==> src/rtl/vpd_pkg.sv <==
// vpd_pkg: shared types and constants for the varint packet deframer
// result item layout and kind codes; no dependencies
`timescale 1ns / 1ps

package vpd_pkg;

	localparam logic [1:0] KIND_PAYLOAD = 2'd0;
	localparam logic [1:0] KIND_HEADER  = 2'd1;
	localparam logic [1:0] KIND_ERROR   = 2'd2;

	localparam logic [7:0] VARINT_DATA_MASK = 8'b0111_1111;
	localparam logic [7:0] VARINT_MORE_BIT  = 8'b1000_0000;
	localparam logic [2:0] VARINT_MAX_BYTES = 3'd5;

	typedef struct packed {
		logic [1:0]  kind;
		logic [31:0] frame_length;
		logic [31:0] pkt_id;
		logic [7:0]  payload_byte;
		logic        last_of_packet;
	} result_t;

endpackage

==> src/rtl/vpd_core.sv <==
// vpd_core: deframer state and per-byte update logic
// consumes one byte per enable, gives at most one result; uses vpd_pkg
`timescale 1ns / 1ps

module vpd_core (
	input  logic              clk,
	input  logic              arst_n,
	input  logic              en,
	input  logic [7:0]        in_byte,
	output logic              res_valid,
	output vpd_pkg::result_t  res
);

	typedef enum logic [1:0] {
		PH_LENGTH  = 2'd0,
		PH_ID      = 2'd1,
		PH_PAYLOAD = 2'd2
	} phase_t;

	phase_t      phase_q, phase_d;
	logic [31:0] acc_q, acc_d;
	logic [2:0]  cnt_q, cnt_d;
	logic [31:0] len_q, len_d;
	logic [31:0] id_q, id_d;
	logic [31:0] rem_q, rem_d;

	logic [6:0]  grp_bits;
	logic [31:0] grp;
	logic [31:0] acc_new;
	logic [2:0]  cnt_new;
	logic [31:0] rem_dec;
	logic [31:0] rem_new;

	assign grp_bits = in_byte[6:0] & vpd_pkg::VARINT_DATA_MASK[6:0];

	// place the 7-bit group at its position, bits above 31 dropped
	always_comb begin
		unique case (cnt_q)
			3'd0:    grp = {25'b0, grp_bits};
			3'd1:    grp = {18'b0, grp_bits, 7'b0};
			3'd2:    grp = {11'b0, grp_bits, 14'b0};
			3'd3:    grp = {4'b0, grp_bits, 21'b0};
			3'd4:    grp = {grp_bits[3:0], 28'b0};
			default: grp = 32'b0;
		endcase
	end

	assign acc_new = acc_q | grp;
	assign cnt_new = cnt_q + 3'd1;
	assign rem_dec = rem_q - 32'd1;
	assign rem_new = len_q - {29'b0, cnt_new};

	always_comb begin
		phase_d   = phase_q;
		acc_d     = acc_q;
		cnt_d     = cnt_q;
		len_d     = len_q;
		id_d      = id_q;
		rem_d     = rem_q;
		res_valid = 1'b0;
		res       = '{kind: vpd_pkg::KIND_ERROR, frame_length: 32'b0, pkt_id: 32'b0,
			payload_byte: 8'b0, last_of_packet: 1'b1};
		if (phase_q == PH_PAYLOAD) begin
			rem_d     = rem_dec;
			res_valid = 1'b1;
			res       = '{kind: vpd_pkg::KIND_PAYLOAD, frame_length: len_q,
				pkt_id: id_q, payload_byte: in_byte,
				last_of_packet: (rem_dec == 32'b0)};
			if (rem_dec == 32'b0) begin
				phase_d = PH_LENGTH;
			end
		end else if (cnt_q >= vpd_pkg::VARINT_MAX_BYTES) begin
			// overlong varint
			res_valid = 1'b1;
			res.frame_length = (phase_q == PH_ID) ? len_q : 32'b0;
			acc_d   = 32'b0;
			cnt_d   = 3'd0;
			phase_d = PH_LENGTH;
		end else begin
			acc_d = acc_new;
			cnt_d = cnt_new;
			if ((in_byte & vpd_pkg::VARINT_MORE_BIT) != 8'b0) begin
				// more groups follow
			end else if (phase_q != PH_ID) begin
				len_d   = acc_new;
				acc_d   = 32'b0;
				cnt_d   = 3'd0;
				phase_d = PH_ID;
			end else begin
				id_d    = acc_new;
				acc_d   = 32'b0;
				cnt_d   = 3'd0;
				rem_d   = rem_new;
				res.frame_length = len_q;
				res.pkt_id       = acc_new;
				if (len_q < {29'b0, cnt_new}) begin
					res_valid = 1'b1;
					phase_d   = PH_LENGTH;
				end else if (rem_new == 32'b0) begin
					res_valid = 1'b1;
					res.kind  = vpd_pkg::KIND_HEADER;
					phase_d   = PH_LENGTH;
				end else begin
					phase_d = PH_PAYLOAD;
				end
			end
		end
	end

	always_ff @(posedge clk or negedge arst_n) begin
		if (!arst_n) begin
			phase_q <= PH_LENGTH;
			acc_q   <= 32'b0;
			cnt_q   <= 3'd0;
			len_q   <= 32'b0;
			id_q    <= 32'b0;
			rem_q   <= 32'b0;
		end else if (en) begin
			phase_q <= phase_d;
			acc_q   <= acc_d;
			cnt_q   <= cnt_d;
			len_q   <= len_d;
			id_q    <= id_d;
			rem_q   <= rem_d;
		end
	end

	// varint byte count never passes the limit
	a_cnt_bound: assert property (@(posedge clk) disable iff (!arst_n)
		cnt_q <= vpd_pkg::VARINT_MAX_BYTES)
		else $error("varint byte count overflow");

	// payload phase never entered with nothing left
	a_rem_nonzero: assert property (@(posedge clk) disable iff (!arst_n)
		phase_q == PH_PAYLOAD |-> rem_q != 32'b0)
		else $error("payload phase with zero remaining");

	// only payload results carry a byte
	a_byte_zero: assert property (@(posedge clk) disable iff (!arst_n)
		en && res_valid && res.kind != vpd_pkg::KIND_PAYLOAD |->
		res.payload_byte == 8'b0 && res.last_of_packet)
		else $error("non-payload result with byte or without last");

	// header-only and error results always return to length decoding
	a_back_to_length: assert property (@(posedge clk) disable iff (!arst_n)
		en && res_valid && res.kind != vpd_pkg::KIND_PAYLOAD |=>
		phase_q == PH_LENGTH && cnt_q == 3'd0)
		else $error("no resync after header or error");

endmodule

==> src/rtl/varint_packet_deframer_unit.sv <==
// varint_packet_deframer_unit: top level, input register, core, result register
// depends on vpd_pkg and vpd_core
`timescale 1ns / 1ps

// path: an accepted byte waits in the input register; the core decodes it and its result is registered onto m_axis
// throughput: one byte per cycle; the input side stalls only while a result
// waits on m_axis and a byte is already held in the input register
// reset: arst_n clears valid flags and the parser state (expect a length)

module varint_packet_deframer_unit (
	input  logic        clk,
	input  logic        arst_n,
	input  logic        s_axis_tvalid,
	output logic        s_axis_tready,
	input  logic [7:0]  s_axis_tdata,  // in_byte
	output logic        m_axis_tvalid,
	input  logic        m_axis_tready,
	output logic [71:0] m_axis_tdata,  // frame_length, pkt_id, payload_byte
	output logic        m_axis_tlast,  // last_of_packet
	output logic [1:0]  m_axis_tuser   // kind
);

	logic             valid_s1;
	logic [7:0]       byte_s1;
	logic             advance;
	logic             core_valid;
	vpd_pkg::result_t core_res;
	logic             out_valid_q;
	vpd_pkg::result_t out_res_q;

	assign advance       = valid_s1 && (!out_valid_q || m_axis_tready);
	assign s_axis_tready = !valid_s1 || advance;

	always_ff @(posedge clk or negedge arst_n) begin
		if (!arst_n) begin
			valid_s1 <= 1'b0;
		end else if (s_axis_tready) begin
			valid_s1 <= s_axis_tvalid;
		end
	end

	always_ff @(posedge clk) begin
		if (s_axis_tready) begin
			byte_s1 <= s_axis_tdata;
		end
	end

	vpd_core u_core (
		.clk       (clk),
		.arst_n    (arst_n),
		.en        (advance),
		.in_byte   (byte_s1),
		.res_valid (core_valid),
		.res       (core_res)
	);

	always_ff @(posedge clk or negedge arst_n) begin
		if (!arst_n) begin
			out_valid_q <= 1'b0;
		end else if (!out_valid_q || m_axis_tready) begin
			out_valid_q <= advance && core_valid;
		end
	end

	always_ff @(posedge clk) begin
		if (advance && core_valid) begin
			out_res_q <= core_res;
		end
	end

	assign m_axis_tvalid = out_valid_q;
	assign m_axis_tdata  = {out_res_q.payload_byte, out_res_q.pkt_id,
		out_res_q.frame_length};
	assign m_axis_tlast  = out_res_q.last_of_packet;
	assign m_axis_tuser  = out_res_q.kind;

	// input side stalls only behind a held result
	a_stall_cause: assert property (@(posedge clk) disable iff (!arst_n)
		!s_axis_tready |-> m_axis_tvalid && !m_axis_tready)
		else $error("input stalled without output backpressure");

	// a result that is never produced cannot show up
	a_no_phantom: assert property (@(posedge clk) disable iff (!arst_n)
		!advance && !out_valid_q |=> !m_axis_tvalid)
		else $error("result appeared without a processed item");

	// result kind is always a defined code
	a_kind_code: assert property (@(posedge clk) disable iff (!arst_n)
		m_axis_tvalid |-> m_axis_tuser == vpd_pkg::KIND_PAYLOAD ||
		m_axis_tuser == vpd_pkg::KIND_HEADER || m_axis_tuser == vpd_pkg::KIND_ERROR)
		else $error("undefined result kind");

endmodule
==> config.mk <==
export PLATFORM = sky130hd
export DESIGN_NAME = varint_packet_deframer_unit
export DESIGN_NICKNAME = d
export VERILOG_FILES = /design/src/rtl/vpd_pkg.sv /design/src/rtl/vpd_core.sv /design/src/rtl/varint_packet_deframer_unit.sv
export SDC_FILE = /design/constraint.sdc
export NUM_CORES = 1
export LEC_CHECK = 0
export BUFFER_PORTS_ARGS = -buffer_cell sky130_fd_sc_hd__buf_2
export CAP_MARGIN = 20
export CELL_PAD_IN_SITES_DETAIL_PLACEMENT = 1
export CELL_PAD_IN_SITES_GLOBAL_PLACEMENT = 2
export CORE_MARGIN = 10
export CORE_UTILIZATION = 35
export CTS_CLUSTER_DIAMETER = 60
export DETAILED_ROUTE_END_ITERATION = 7
export HOLD_SLACK_MARGIN = 0.1
export PLACE_DENSITY_LB_ADDON = 0.25
export SYNTH_ARGS = -nofsm -noshare
export SYNTH_HDL_FRONTEND = slang
export SYNTH_SLANG_ARGS = --single-unit
==> constraint.sdc <==
create_clock -name clk -period 7.68 [get_ports clk]
set_input_delay 0.384 -clock clk [delete_from_list [all_inputs] [get_ports clk]]
set_output_delay 0.384 -clock clk [all_outputs]
set_load 0.005 [all_outputs]
# == Word level (Yosys, flattened, before mapping) ==
# Index checks and enable logic that the tools add are counted.
# op_classes
bitwise,5
magnitude_cmp,2
n_eq_ne,12
reduce_logical,15
n_mux,31
add_sub_neg,3
# ops
operator,count
32-bit 2-to-1 mux,9
32-bit case mux with 5 select lines,1
66-bit 2-to-1 mux,2
32-bit zero test,2
64-bit 2-to-1 mux,1
32-bit by 3-bit less-than comparator with 1-bit output,1
32-bit bitwise OR,1
32-bit by 1-bit subtractor with 32-bit output (second input constant),1
32-bit by 3-bit subtractor with 32-bit output,1
2-bit 2-to-1 mux,10
5-bit AND reduction,2
2-bit by 1-bit inequality test with 1-bit output (second input constant),4
3-bit by 2-bit == test with 1-bit output (second input constant),2
1-bit 2-to-1 mux,6
3-bit 2-to-1 mux,2
5-bit OR reduction,1
1-bit inverter,4
4-bit AND reduction,1
3-bit by 1-bit adder with 3-bit output (second input constant),1
3-bit by 1-bit == test with 1-bit output (second input constant),1
3-bit == test (second input constant),1
3-bit >= comparator (second input constant),1
3-bit zero test,1
3-bit by 1-bit inequality test with 1-bit output (second input constant),1
other kinds (8),11
# totals
wordCells,83
register_bits,218
inputBits,12

# == Logic depth before layout (Yosys ltp) ==
# depth
ltp_word,10
mapped_depth,13
depth_no_buf,12

# == Cells and area by module ==
# Synthesis repeated with hierarchy kept, for this count alone.
# unflattened
cells_unflattened,1032
hier_area_um2,10236.1
# by_module_without_submodules
mod,seq_area_each_um2,area_per_inst_um2,cells_per_inst,n_inst
vpd_core,3328.2,7648.6,940,1
varint_packet_deframer_unit,2542.4,2587.5,92,1

# == Least setup slack after synthesis ==
# OpenSTA, ideal clock, no wires.
# synth_path
path_type,flip-flop to flip-flop
from,register u_core.cnt_q[2]
to,register out_res_q (netlist bit m_axis_tdata[0]) (enable)
setup_ps,534
path_slack_ps,447
path_buffers,2
period_less_slack_ps,7233
t_required_ps,7146
arrival_ps,6699
path_stages_with_launch,13
cell_sequence,dfrtp_1 > clkbuf_1 > inv_1 > ha_1 > ha_1 > clkbuf_1 > nor4_2 > nand2_1 > or3_1 > or3b_2 > a21boi_0 > nand4_1 > a21oi_1
# synth_between
elab_chain_len,10
# synth_rtl
item,line,source
start: declaration,vpd_core.sv:22,"logic [2:0] cnt_q, cnt_d;"
start signal: assignment,vpd_core.sv:121,cnt_q <= cnt_d;
3-bit by 1-bit adder with 3-bit output,vpd_core.sv:49,assign cnt_new = cnt_q + 3'd1;
32-bit by 3-bit subtractor with 32-bit output,vpd_core.sv:51,"assign rem_new = len_q - {29'b0, cnt_new};"
32-bit zero test,vpd_core.sv:99,end else if (rem_new == 32'b0) begin
1-bit 2-to-1 mux,vpd_core.sv:99,
1-bit 2-to-1 mux,vpd_core.sv:96,"if (len_q < {29'b0, cnt_new}) begin"
1-bit 2-to-1 mux,vpd_core.sv:84,end else if (phase_q != PH_ID) begin
1-bit 2-to-1 mux,vpd_core.sv:82,if ((in_byte & vpd_pkg::VARINT_MORE_BIT) != 8'b0) begin
1-bit 2-to-1 mux *,vpd_core.sv:72,end else if (cnt_q >= vpd_pkg::VARINT_MAX_BYTES) begin
1-bit 2-to-1 mux *,vpd_core.sv:63,if (phase_q == PH_PAYLOAD) begin
1-bit logical AND *,varint_packet_deframer_unit.sv:66,if (advance && core_valid) begin
end signal: assignment,varint_packet_deframer_unit.sv:67,out_res_q <= core_res;
end: declaration,varint_packet_deframer_unit.sv:29,vpd_pkg::result_t out_res_q;
# Mark *: on every way between the ends. The rest lies on a longest branch, timed or not.
# A chain may end at the register's enable or synchronous reset.

# == Worst setup path after layout ==
# layout_path
from,register u_core.cnt_q[0]
to,register out_res_q (netlist bit m_axis_tdata[1]) (enable)
# Same word-level chain as after synthesis.

==> load_flow_metrics.sql <==
INSERT INTO impl_metrics (metric_group, metric, value, unit) VALUES
('flow_run', 'maxCapViolCount', '0', ''),
('routing', 'final_antenna_net_count', '0', ''),
('synthesis', 'synth.top_cell.area_share', '32.0', '%'),
('routing', 'dr_wl_met3', '1.28', 'mm'),
('setup_path', 'worst_ep_arrival_time', '4680', 'ps'),
('sta', 'achievable-frequency', '222', 'MHz'),
('worst_hold_path', 'timing.hold.worst.class', 'input port to flip-flop', ''),
('final_layout', 'fraction_of_final_layout_cells_sized_beyond_drive_strength_1', '13.5', '%'),
('synthesis', 'ys_types', '64', ''),
('pwr', 'cellPowerDensity', '406', 'mW/mm²'),
('final_layout', 'mostFrequentLayoutCells', 'dfrtp_1 (135), nand2_1 (132), a21oi_1 (118)', ''),
('setup_path', 'worstSetupStartpointType', 'flip-flop', ''),
('synthesis', 'asyncSetResetFlopFracSynth', '61.9', '%'),
('clocking', 'cts_sink_cnt', '218', ''),
('setup_path', 'critPathMostFrequentCell', 'ha_1', ''),
('floorplan', 'io-pin-count', '89', ''),
('place', 'gpl.final_weighted_congestion', '0.838', ''),
('synthesis', 'synthCells', '1093', ''),
('synthesis', 'synth_seq_area_share', '55.7', '%'),
('setup_path', 'required', '7860', 'ps'),
('setup_path', 'endpoint_kind', 'flip-flop', ''),
('sta', 'hold_violations', '0', ''),
('place', 'io_buffer_count', '88', ''),
('sta', 'max_slew.worst_pin.slew', '1160', 'ps'),
('setup_path', 'timing.critical_path.fanout_max', '39', ''),
('sta', 'totalNegativeSetupSlack', '0', 'ps'),
('run_status', 'outcome', 'complete, no violations', ''),
('final_layout', 'areaGrowthSynthToFinish', '16.5', '%'),
('floorplan', 'floorplan.core_area', '0.0297', 'mm²'),
('grt', 'global_route.usage.total', '17.5', '%'),
('place', 'dp.final_hpwl', '23.6', 'mm'),
('grt', 'antenna_found_initial', '0', ''),
('routing', 'vias_per_instance', '5.42', ''),
('setup_path', 'critical-path-slowest-cell', 'o41ai_1', ''),
('floorplan', 'design.die.area', '0.0375', 'mm²'),
('setup_path', 'criticalPathCategory', 'flip-flop to flip-flop', ''),
('final_layout', 'layout.cells.most_common', 'dfrtp_1', ''),
('clocking', 'tritoncts_clock_tree', 'done', ''),
('pwr', 'p_total', '4990', 'µW'),
('routing', 'remaining_drc_errors', '0', ''),
('place', 'place.detailed.instances', '1510', ''),
('synthesis', 'synth.area.top_cells', 'dfrtp_1 (32%), edfxtp_1 (24%), a21oi_1 (5.7%)', ''),
('sta', 'setup_viol', '0', ''),
('clocking', 'clock_insertion_delay_worst_skew', '560', 'ps'),
('clocking', 'clk_pin_slew_worst_paths', '50', 'ps'),
('floorplan', 'die_width', '194', 'µm'),
('synthesis', 'synth_nets', '1118', ''),
('sta', 'grt_setup_unrepaired', 'false', ''),
('routing', 'drtPass1Iterations', '5', ''),
('grt', 'maximum_number_of_pins_on_one_net_before_global_route_repair', '78', ''),
('place', 'post-place-ws', '3240', 'ps'),
('clocking', 'cts_inserted_buffers', '27', ''),
('routing', 'top_layer_used', 'met4', ''),
('routing', 'post_detailed_routing_wire_length', '33.8', 'mm'),
('setup_path', 'r2r_slack', '3180', 'ps'),
('sta', 'setup_ws', '3180', 'ps'),
('final_layout', 'finalNonFillerCells', '1570', ''),
('final_layout', 'antenna_cells', '0', ''),
('floorplan', 'floorplan.rows', '63', ''),
('clocking', 'cts.path.max_buffers', '3', ''),
('routing', 'avgRoutedWirePerCell', '21.5', 'µm'),
('grt', 'grt_pass1_vias', '8639', ''),
('floorplan', 'initial_utilization', '35.5', '%'),
('routing', 'detailroute.via_count', '8502', ''),
('floorplan', 'die_height', '194', 'µm'),
('pwr', 'vdd_drop_max', '0.196', 'mV'),
('sta', 'finalCritPeriodShare', '58.6', '%'),
('clocking', 'ctsRootBufferMaster', 'clkbuf_16', ''),
('synthesis', 'synth.cell_area', '0.0105', 'mm²'),
('synthesis', 'synth-seq-cells', '218', ''),
('clocking', 'post_cts_buffers', '0', '');
-- cell usage after synthesis, drive strengths merged (7+ instances only) --
master	count
dfrtp	135
nand2	132
a21oi	121
o21ai	108
nor2	104
edfxtp	83
clkbuf	63
nor2b	37
nor3	26
nor4	25
nand4	18
or3	18
xnor2	18
inv	17
nand3	16
nand2b	14
o22ai	14
a31oi	13
and2	13
ha	12
buf	10
o31ai	8
a22o	7
nand3b	7
or4	7
xor2	7
-- worst max-delay path, delay by kind of cell (launching register included) --
| family | cells | cell delay [ps] |
|---|---|---|
| AOI/OAI and AO/OA | 2 | 730 |
| adders and majority gates | 3 | 880 |
| buffers and inverters | 1 | 460 |
| DFF | 1 | 430 |
| and+or+nand+nor | 5 | 1570 |
-- layout make-up --
class,instances,area [µm²]
fill,3354,17400
sequential,218,5870
multi-input combinational,784,4370
clock buffer,35,736
timing repair buffer,110,637
tap,390,488
clock inverter,15,124
inverter,18,67.6
-- routing by layer --
metal	up-vias	track usage, %
met5	-	0
li1	4046	-
met4	0	3.63
met2	142	29.0
met3	44	2.39
met1	4270	23.8
-- report_power, final --
group	leakage, µW	total, µW	switching (µW)	internal [µW]
logic	0.00180	1750	1130	622
clock network	0.000412	1220	510	711
registers	0.00248	2020	446	1570
total	0.00469	4990	2080	2910
-- cell families (layout without fill, tap and decap cells) --
family                     Yosys count  after routing  share of synthesized area (%)
AOI/OAI and AO/OA                  302            302                           16.1
xor gates and xnor gates            25             25                           2.08
adders and majority gates           13             13                           1.61
buffers and inverters               91            178                           3.37
DFF                                218            218                           55.7
muxes                                4              4                          0.380
and+or+nand+nor                    440            440                           20.8
-- flip-flops by register name, indices dropped and copies added, names as in the netlist --
signal and cells:
u_core.acc_q 32, valid_s1 1, u_core.len_q 32, m_axis_tuser 2, u_core.cnt_q 3, m_axis_tdata 72, u_core.id_q 32, m_axis_tlast 1
m_axis_tvalid 1, u_core.phase_q 2, byte_s1 8, u_core.rem_q 32
-- path summary, 6_finish.rpt --
path / to / cells after the start / from
worst max-delay path: m_axis_tdata[1] / 11 / u_core.cnt_q[0]
worst min-delay path: m_axis_tvalid / 3 / m_axis_tready
worst max register to register: m_axis_tdata[1] / 11 / u_core.cnt_q[0]
worst min register to register: u_core.id_q[5] / 2 / u_core.id_q[5]
max in group asynchronous: u_core.cnt_q[1] / 3 / arst_n
min in group asynchronous: u_core.rem_q[19] / 2 / arst_n
-- repair_timing --
action / CTS / global route
hold buffers: 10 / 0
gates resized for setup: 0 / 0
endpoints found under the setup margin: 0 / 0
endpoints found under the hold margin: 69 / 0
-- stage by stage --
stage / hold slack (ps) / area, µm² / utilization [%]
after floorplan: 88.4 / 10500 / -
after global placement: 423 / 11300 / 38.1
after detailed placement: 424 / 11300 / 38.1
after CTS: 215 / 12300 / 41.3
after global routing: 240 / 12300 / 41.3
final: 234 / 12300 / 41.3
Note: power is estimated with default switching activity, not from simulation.
